==> src/lpbq_pkg.sv <==
package lpbq_pkg;

    localparam int CFG_INDEX_BITS = 3;

    // Configuration register indexes.
    localparam logic [CFG_INDEX_BITS-1:0] REG_ORDER_MODE      = 3'd0;
    localparam logic [CFG_INDEX_BITS-1:0] REG_SMOOTHING_ALPHA = 3'd1;
    localparam logic [CFG_INDEX_BITS-1:0] REG_COEF_B0         = 3'd2;
    localparam logic [CFG_INDEX_BITS-1:0] REG_COEF_B1         = 3'd3;
    localparam logic [CFG_INDEX_BITS-1:0] REG_COEF_B2         = 3'd4;
    localparam logic [CFG_INDEX_BITS-1:0] REG_COEF_A1         = 3'd5;
    localparam logic [CFG_INDEX_BITS-1:0] REG_COEF_A2         = 3'd6;

    // Filter modes.
    localparam logic MODE_FIRST_ORDER = 1'b0;
    localparam logic MODE_BIQUAD      = 1'b1;

endpackage

==> src/lpbq_cfg_regs.sv <==
module lpbq_cfg_regs #(
    parameter int COEF_FRAC_BITS = 22
) (
    input  logic                                    aclk,
    input  logic                                    aresetn,
    input  logic                                    cfg_valid,
    input  logic [lpbq_pkg::CFG_INDEX_BITS-1:0]     cfg_index,
    input  logic [COEF_FRAC_BITS+1:0]               cfg_data,
    output logic                                    order_mode,
    output logic [COEF_FRAC_BITS-1:0]               smoothing_alpha,
    output logic signed [COEF_FRAC_BITS+1:0]        coef_b0,
    output logic signed [COEF_FRAC_BITS+1:0]        coef_b1,
    output logic signed [COEF_FRAC_BITS+1:0]        coef_b2,
    output logic signed [COEF_FRAC_BITS+1:0]        coef_a1,
    output logic signed [COEF_FRAC_BITS+1:0]        coef_a2
);
    import lpbq_pkg::*;

    localparam int CB = COEF_FRAC_BITS + 2;
    localparam logic [COEF_FRAC_BITS-1:0] ALPHA_RESET =
        COEF_FRAC_BITS'(1) << (COEF_FRAC_BITS - 1);

    logic                   order_mode_reg;
    logic [COEF_FRAC_BITS-1:0] alpha_reg;
    logic [CB-1:0]          b0_reg, b1_reg, b2_reg, a1_reg, a2_reg;

    always_ff @(posedge aclk) begin
        if (!aresetn) begin
            order_mode_reg <= MODE_BIQUAD;
            alpha_reg      <= ALPHA_RESET;
            b0_reg         <= '0;
            b1_reg         <= '0;
            b2_reg         <= '0;
            a1_reg         <= '0;
            a2_reg         <= '0;
        end else if (cfg_valid) begin
            case (cfg_index)
                REG_ORDER_MODE:      order_mode_reg <= cfg_data[0];
                REG_SMOOTHING_ALPHA: alpha_reg      <= cfg_data[COEF_FRAC_BITS-1:0];
                REG_COEF_B0:         b0_reg         <= cfg_data;
                REG_COEF_B1:         b1_reg         <= cfg_data;
                REG_COEF_B2:         b2_reg         <= cfg_data;
                REG_COEF_A1:         a1_reg         <= cfg_data;
                REG_COEF_A2:         a2_reg         <= cfg_data;
                default: ;
            endcase
        end
    end

    assign order_mode      = order_mode_reg;
    assign smoothing_alpha = alpha_reg;
    assign coef_b0         = $signed(b0_reg);
    assign coef_b1         = $signed(b1_reg);
    assign coef_b2         = $signed(b2_reg);
    assign coef_a1         = $signed(a1_reg);
    assign coef_a2         = $signed(a2_reg);

endmodule

==> config.mk <==
export PLATFORM = sky130hd
export DESIGN_NAME = lpbq_cfg_regs
export DESIGN_NICKNAME = d
export VERILOG_FILES = /design/src/lpbq_pkg.sv /design/src/lpbq_cfg_regs.sv
export SDC_FILE = /design/constraint.sdc
export NUM_CORES = 1
export LEC_CHECK = 0
export ABC_AREA = 1
export BUFFER_PORTS_ARGS = -buffer_cell sky130_fd_sc_hd__buf_2
export CAP_MARGIN = 25
export CELL_PAD_IN_SITES_DETAIL_PLACEMENT = 2
export CELL_PAD_IN_SITES_GLOBAL_PLACEMENT = 2
export CORE_MARGIN = 2
export CORE_UTILIZATION = 30
export CTS_CLUSTER_DIAMETER = 60
export CTS_CLUSTER_SIZE = 28
export DETAILED_ROUTE_END_ITERATION = 6
export GPL_ROUTABILITY_DRIVEN = 0
export HOLD_SLACK_MARGIN = 0.03
export PLACE_DENSITY = 0.89
export SLEW_MARGIN = 20
export SYNTH_ARGS = -nofsm -noshare
export SYNTH_HDL_FRONTEND = slang
export SYNTH_SLANG_ARGS = --single-unit
==> constraint.sdc <==
create_clock -name aclk -period 1.47 [get_ports aclk]
set_input_delay 0.147 -clock aclk [delete_from_list [all_inputs] [get_ports aclk]]
set_output_delay 0.147 -clock aclk [all_outputs]
set_load 0.01 [all_outputs]
; ---- After elaboration in Yosys (flattened, before gate mapping)
; Cells that the tools add are included.
; W data, S select, Z words.
[totals]
ff_bits = 143
inputBits = 30
out_inout_bits = 143
elab_cells = 21
[op_classes]
eq_ne = 6
reduce_logical = 8
[ops]
columns = op, n
row1 = $reduce_and A2 Y1, 7
row2 = $eq A3 B3 Y1 const B, 3
row3 = $eq A3 B2 Y1 const B, 2
row4 = $eq A3 B1 Y1 const B, 1
row5 = $logic_not A3 Y1, 1

; ---- Logic depth before layout (Yosys ltp)
; Gate-level depths: netlist of run 1.
[logic_depth]
depth_word = 2
ltp_mapped = 7
ltp_nobuf = 5

; ---- Least setup slack after synthesis of run 1
; Ideal clock, no wire load.
[synth_path]
path_type = input-to-reg
from = input port cfg_index[2] (netlist bit)
to = register a1_reg[0], in the netlist coef_a1[0]
setup_ns = 0.113
t_arrival_ns = 0.864
required_time_ns = 1.357
slack_ns = 0.494
cell_stages = 6
path_buffers = 1
cell_sequence = nand2_1 > inv_2 > buf_4 > nand3_1 > nand2_1 > nor2_1
[synth_via]
elab_chain_len = 2
[synth_lines]
columns = element, line_no
row1 = from (decl), lpbq_cfg_regs.sv:7  ; input logic [lpbq_pkg::CFG_INDEX_BITS-1:0] cfg_index,
row2 = $eq A3 B3 Y1, lpbq_cfg_regs.sv:37  ; case (cfg_index)
row3 = $reduce_and A2 Y1 (no source line), -
row4 = to (signal assigned), lpbq_cfg_regs.sv:43  ; REG_COEF_A1: a1_reg <= cfg_data;
row5 = to (decl), lpbq_cfg_regs.sv:25  ; logic [CB-1:0] b0_reg, b1_reg, b2_reg, a1_reg, a2_reg;
; No other way between the ends.
; A chain may end at the register's enable or synchronous reset.

; ---- Final worst setup path of run 1
[layout_path]
from = register a2_reg[11], in the netlist coef_a2[11]
to = output port coef_a2[11]
[layout_lines]
columns = element, line_no
row1 = from (decl), lpbq_cfg_regs.sv:25
row2 = from (signal assigned), lpbq_cfg_regs.sv:44  ; REG_COEF_A2: a2_reg <= cfg_data;
row3 = to (decl), lpbq_cfg_regs.sv:15  ; output logic signed [COEF_FRAC_BITS+1:0] coef_a2
; No word-level cell between the ends.

==> impl_metrics.py, run 1 <==
metrics = {
    "run_status": {
        "outcome": "finished clean",
    },
    "critical_path": {
        "worstReg2RegStart": "coef_a2[2]",
        "r2r_cells": 2,
        "worstSetupEndpoint": "coef_a2[11]",
        "cp-end-kind": "primary output",
        "startpoint_type": "register",
        "crit_chain": "buf_2",
        "timing.rr.end": "coef_a2[2]",
        "crit_type": "reg2out",
        "critical_path_cell_count": 1,
        "critPathTopFamily": "flip-flops",
        "rrSetupSlack_ps": 820,
        "critPathArrivalTime_ps": 950,
        "path_max_fanout": 2,
        "crit_path_top_delay_cell": "dfxtp_1",
        "critPathMaxStageDelay_ps": 370,
        "required_ps": 1320,
        "crit_start": "coef_a2[11]",
        "path_buf_inv": 1,
    },
    "clocking": {
        "clk_latency_ps": 420,
        "cts_resized": 0,
        "htreeDepth": 4,
        "root_buffer": "clkbuf_16",
        "cts.path.max_buffers": 2,
        "clk_pin_slew_ps": 60,
        "cts_setup_buffers": 0,
        "cts_inserted_buffers": 17,
        "cts_tree": "built",
        "cts.sinks": 143,
    },
    "global_route": {
        "overflow": 0,
        "grt_max_degree": 73,
        "antenna_found_initial": 0,
        "grt_pass1_vias": 6222,
        "grt_pass1_wl_um": 34740,
        "grt_usage_pct": 22.44,
    },
    "synthesis": {
        "synth_area_leader_cell": "dfxtp_1",
        "synth.area.top_cells": "dfxtp_1 50%, nor2_1 18%, nand3_1 12%",
        "ys_ff_latch": 143,
        "ys_seq_area_share_pct": 49.56,
        "netlist.area_leader.share_pct": 49.56,
        "ys_warn_count": 0,
        "postSynthCellCount": 815,
        "avgSynthCellArea_um2": 7.088,
        "synthesis.area_um2": 5777,
        "syn-num-nets": 845,
        "synth_cell_types": 15,
    },
    "floorplan": {
        "io_pins": 173,
        "dieArea_um2": 20380,
        "rows": 50,
        "core-area_um2": 18830,
        "chipWidth_um": 142.8,
        "die_y_um": 142.8,
        "start_util_pct": 30.68,
    },
    "finish": {
        "final_util_pct": 40.23,
        "drive_gt1_share_pct": 23.94,
        "n_antenna_cell": 0,
        "fillCellCount": 2252,
        "fin_area_um2": 7576,
        "final_nets": 1004,
        "area_growth_pct": 31.15,
        "final_common_cell": "nor2_1",
        "fin_cells": 1246,
        "layout_common_cells": "282 x nor2_1, 171 x buf_2, 150 x nand2_1, 144 x nand3_1, 143 x dfxtp_1",
    },
    "sta": {
        "post-route-period-util_pct": 74.70,
        "rsz0062_at_grt": "false",
        "drv_slew": 0,
        "period_needed_ps": 1098,
        "fin_skew_ps": 0,
        "hold_viol": 0,
        "fmax_mhz": 910.7,
        "relSlewSlack_pct": 71.81,
        "finalSetupViolCount": 0,
        "final.setup.tns_ps": 0,
        "worst_slew_pin_slew_ps": 422.4,
    },
    "routing": {
        "wl_per_cell_um": 17.88,
        "totalWireLength_um": 22280,
        "drc": 0,
        "detail_route.iter0.violations": 263,
        "viasPerCell": 4.819,
        "vias": 6004,
        "first_pass_iters": 4,
        "route.antenna.remaining_nets": 0,
    },
    "pwr": {
        "powerDensity_nw_per_um2": 1266,
        "leakagePower_nw": 3.670,
        "peakVddDrop_mv": 0.8141,
    },
    "run": {
        "drv_cap": 0,
    },
    "place": {
        "placed_area_um2": 6959,
        "dp_hpwl_um": 15100,
        "numPortBuffers": 172,
        "dp.cells": 1213,
    },
    "hold_path": {
        "hold_path.class": "in2reg",
    },
}
metal layers:
metal	up-vias	wire, um	GRT usage, %
met1	2965	9384	26.94
met3	29	1095	4.695
met2	157	11480	39.93
li1	2853	-	-
met5	-	0	0
met4	0	323	7.348
cells in the mapped netlist:
library cell / n
buf_1: 6
buf_2: 15
buf_4: 24
buf_6: 6
clkbuf_1: 3
clkbuf_4: 1
dfxtp_1: 143
inv_1: 27
inv_2: 3
nand2_1: 150
nand3_1: 144
nor2_1: 283
nor2_2: 3
nor2_4: 6
o21ai_0: 1
stage by stage:
stage / hold slack (ps) / total power [mW] / worst slack (ps)
floorplan: 260.2 / 4.773 / 493.6
global placement: 385.6 / 5.178 / 338.3
detailed placement: 390.9 / 5.215 / 250.3
CTS: 35.52 / 9.709 / 354.7
global route: 48.69 / 9.978 / 341.0
finish: 53.77 / 9.592 / 372.0
what timing repair did:
item	4_1_cts	5_1_grt
hold endpoints to repair	2	0
hold buffers	2	0
endpoints found under the setup margin	0	0
cell type report:
class	count	area, um2	share of cell area, %
Clock buffer	20	456.7	6.028
Clock inverter	11	140.1	1.850
Inverter	30	112.6	1.486
Multi-Input combinational cell	587	2450	32.34
Sequential cell	143	2863	37.79
Tap cell	260	325.3	4.294
Timing Repair Buffer	195	1229	16.22
worst reg2reg max path: cells and delay by family (launching register included):
kind          cells  cell delay [ps]
flops             1              330
simple gates      2              200
power by group:
part	internal, mW	switching, mW	total, mW
Combinational	0.357	0.681	1.04
Sequential	4.01	0.0812	4.09
Clock	2.74	1.72	4.46
worst min-delay path by stage:
stage / start / end / slack, ps / cells past startpoint
finish: aresetn / smoothing_alpha[21] / 50 / 2
global route: aresetn / smoothing_alpha[21] / 50 / 2
CTS: aresetn / smoothing_alpha[21] / 40 / 2
detailed placement: cfg_data[21] / smoothing_alpha[21] / 390 / 3
global placement: cfg_data[21] / smoothing_alpha[21] / 390 / 3
floorplan: cfg_data[21] / smoothing_alpha[21] / 260 / 2
kinds of logic (layout without fill, tap and decap cells):
group / count (synthesis) / in the layout / share of synthesized area, %
compound gates: 1 / 1 / 0.08655
buf+inv: 85 / 256 / 8.252
flops: 143 / 143 / 49.56
simple gates: 586 / 586 / 42.11
Power figures use the tool's default switching activity.
==> run 2: changes to the inputs <==
--- a/config.mk
+++ b/config.mk
@@ -11,13 +11,13 @@
 export CELL_PAD_IN_SITES_DETAIL_PLACEMENT = 2
 export CELL_PAD_IN_SITES_GLOBAL_PLACEMENT = 2
 export CORE_MARGIN = 2
-export CORE_UTILIZATION = 30
+export CORE_UTILIZATION = 25
 export CTS_CLUSTER_DIAMETER = 60
 export CTS_CLUSTER_SIZE = 28
 export DETAILED_ROUTE_END_ITERATION = 6
 export GPL_ROUTABILITY_DRIVEN = 0
 export HOLD_SLACK_MARGIN = 0.03
-export PLACE_DENSITY = 0.89
+export PLACE_DENSITY = 0.8
 export SLEW_MARGIN = 20
 export SYNTH_ARGS = -nofsm -noshare
 export SYNTH_HDL_FRONTEND = slang
==> constraint.sdc (replaced) <==
create_clock -name aclk -period 1 [get_ports aclk]
set_input_delay 0.1 -clock aclk [delete_from_list [all_inputs] [get_ports aclk]]
set_output_delay 0.1 -clock aclk [all_outputs]
set_load 0.01 [all_outputs]
==> run 2 against run 1 <==
Against the previous run: routed wire length rose by 5.1%; global-route usage fell by 3.5 points; setup slack got worse by 370 ps; highest routed layer is now met5.
==> impl_metrics.py, run 2 (synthesized netlist as in run 1, its figures left out) <==
metrics = {
    "critical_path": {
        "startpoint_type": "register",
        "worstReg2RegStart": "coef_a1[11]",
        "required_ps": 900,
        "crit_chain": "buf_6",
        "critPathArrivalTime_ps": 900,
        "critPathTopFamily": "flip-flops",
        "path_buf_inv": 1,
        "cp-end-kind": "primary output",
        "crit_type": "reg2out",
        "rrSetupSlack_ps": 230,
        "timing.rr.end": "coef_a1[11]",
        "crit_path_top_delay_cell": "dfxtp_2",
        "path_max_fanout": 2,
        "critPathMaxStageDelay_ps": 370,
        "r2r_cells": 3,
    },
    "pwr": {
        "p_switching_mw": 3.846,
        "power.share.sequential_pct": 42.5,
        "p_int_mw": 10.47,
        "clock_power_share_pct": 44.7,
        "leakagePower_nw": 3.933,
        "peakVddDrop_mv": 0.8775,
        "combPwrFrac_pct": 12.7,
        "power.total_mw": 14.31,
        "powerDensity_nw_per_um2": 1632,
        "switching_share_pct": 26.87,
    },
    "floorplan": {
        "dieArea_um2": 24340,
        "start_util_pct": 25.52,
        "io_pins": 173,
        "core-area_um2": 22640,
        "chipWidth_um": 156.0,
        "die_y_um": 156.0,
        "rows": 55,
    },
    "sta": {
        "hold_ws_ps": 128.2,
        "hold_viol": 0,
        "finalSetupViolCount": 0,
        "fmax_mhz": 1004,
        "rsz0062_at_grt": "true",
        "period_needed_ps": 996.4,
        "drv_slew": 0,
        "relSlewSlack_pct": 74.91,
        "worst_slew_pin_slew_ps": 375.9,
        "fin_skew_ps": 0,
        "post-route-period-util_pct": 99.64,
    },
    "place": {
        "placed_area_um2": 7161,
        "numPortBuffers": 172,
        "dp_hpwl_um": 15660,
    },
    "global_route": {
        "grt_pass1_wl_um": 35220,
        "grt.busiest_layer": "met2",
        "grt_pass1_vias": 6337,
        "antenna_found_initial": 1,
        "overflow": 0,
        "grt_usage_pct": 18.95,
        "grtUsageMet3_pct": 3.917,
        "met2_usage_pct": 34.66,
        "grt_max_degree": 56,
        "met1_usage_pct": 22.79,
    },
    "hold_path": {
        "hold_end": "coef_b2[22]",
        "hold_start": "cfg_data[22]",
        "hold_path.class": "in2reg",
        "holdPathStages": 5,
    },
    "routing": {
        "drc": 0,
        "vias": 5993,
        "viasPerCell": 4.639,
        "first_pass_iters": 4,
        "totalWireLength_um": 23430,
        "wl_per_cell_um": 18.14,
        "detail_route.iter0.violations": 237,
        "route.antenna.remaining_nets": 0,
    },
    "finish": {
        "fin_area_um2": 8771,
        "final_common_cell": "nor2_1",
        "n_antenna_cell": 0,
        "drive_gt1_share_pct": 39.52,
        "final_nets": 1024,
        "area_growth_pct": 51.83,
        "layout_common_cells": "282 x nor2_1, 150 x nand2_1, 144 x nand3_1, 140 x dfxtp_2, 120 x buf_6",
    },
    "clocking": {
        "root_buffer": "clkbuf_16",
        "cts_tree": "built",
        "clk_latency_ps": 410,
        "cts.path.max_buffers": 2,
        "cts.sinks": 143,
        "clk_pin_slew_ps": 60,
        "cts_inserted_buffers": 17,
        "htreeDepth": 4,
    },
    "run": {
        "drv_cap": 0,
    },
    "run_status": {
        "outcome": "finished clean",
    },
}
run 2: metrics by stage:
stage | instances | TNS [ps] | utilization [%] | setup slack (ps)
2_1_floorplan | 815 | 0 | - | 70.61
3_3_place_gp | 1249 | -5646 | 31.63 | -58.19
3_5_place_dp | 1249 | -10840 | 31.63 | -130.8
4_1_cts | 1286 | -42.75 | 36.57 | -15.59
5_1_grt | 1292 | -364.4 | 38.74 | -25.94
6_report | 1292 | 0 | 38.74 | 3.603
run 2: area by class of cell:
cell class / instances / area [um2]
fillers: 2557 / 13870
flip-flops and latches: 143 / 3045
multi-input cells: 587 / 2450
repair buffers: 215 / 2225
clock buffers: 19 / 442.9
well taps: 285 / 356.6
clock inverters: 13 / 138.9
inverters: 30 / 112.6
run 2: how the worst max path moves through the flow:
| stage | start | to | cells past startpoint |
|---|---|---|---|
| finish | coef_a1[23] | coef_a1[23] | 1 |
| global route | coef_b2[23] | coef_b2[23] | 1 |
| CTS | coef_a1[1] | coef_a1[1] | 1 |
| detailed placement | cfg_index[2] | coef_b0[3] | 7 |
| global placement | cfg_index[2] | smoothing_alpha[20] | 7 |
| floorplan | cfg_index[2] | coef_a1[0] | 6 |
run 2: routing by layer:
metal  vias up  routed length (um)
met2       116               12390
met4         2                  98
met5         -                  13
met3         8                 896
met1      2973               10030
li1       2894                   -
run 2: power by group through the flow:
stage	clock [mW]	combinational, mW	sequential [mW]
5_1_grt	6.79	2.00	6.11
6_report	6.40	1.82	6.09
3_5_place_dp	0	1.62	6.14
3_3_place_gp	0	1.57	6.14
4_1_cts	6.58	1.72	6.06
2_1_floorplan	0	0.803	6.21
run 2: what timing repair did:
| action | CTS | global route |
|---|---|---|
| setup buffers | 2 | 6 |
| hold endpoints to repair | 4 | 0 |
| hold buffers | 3 | 0 |
| endpoints found under the setup margin | 122 | 114 |
| resized for setup | 181 | 91 |
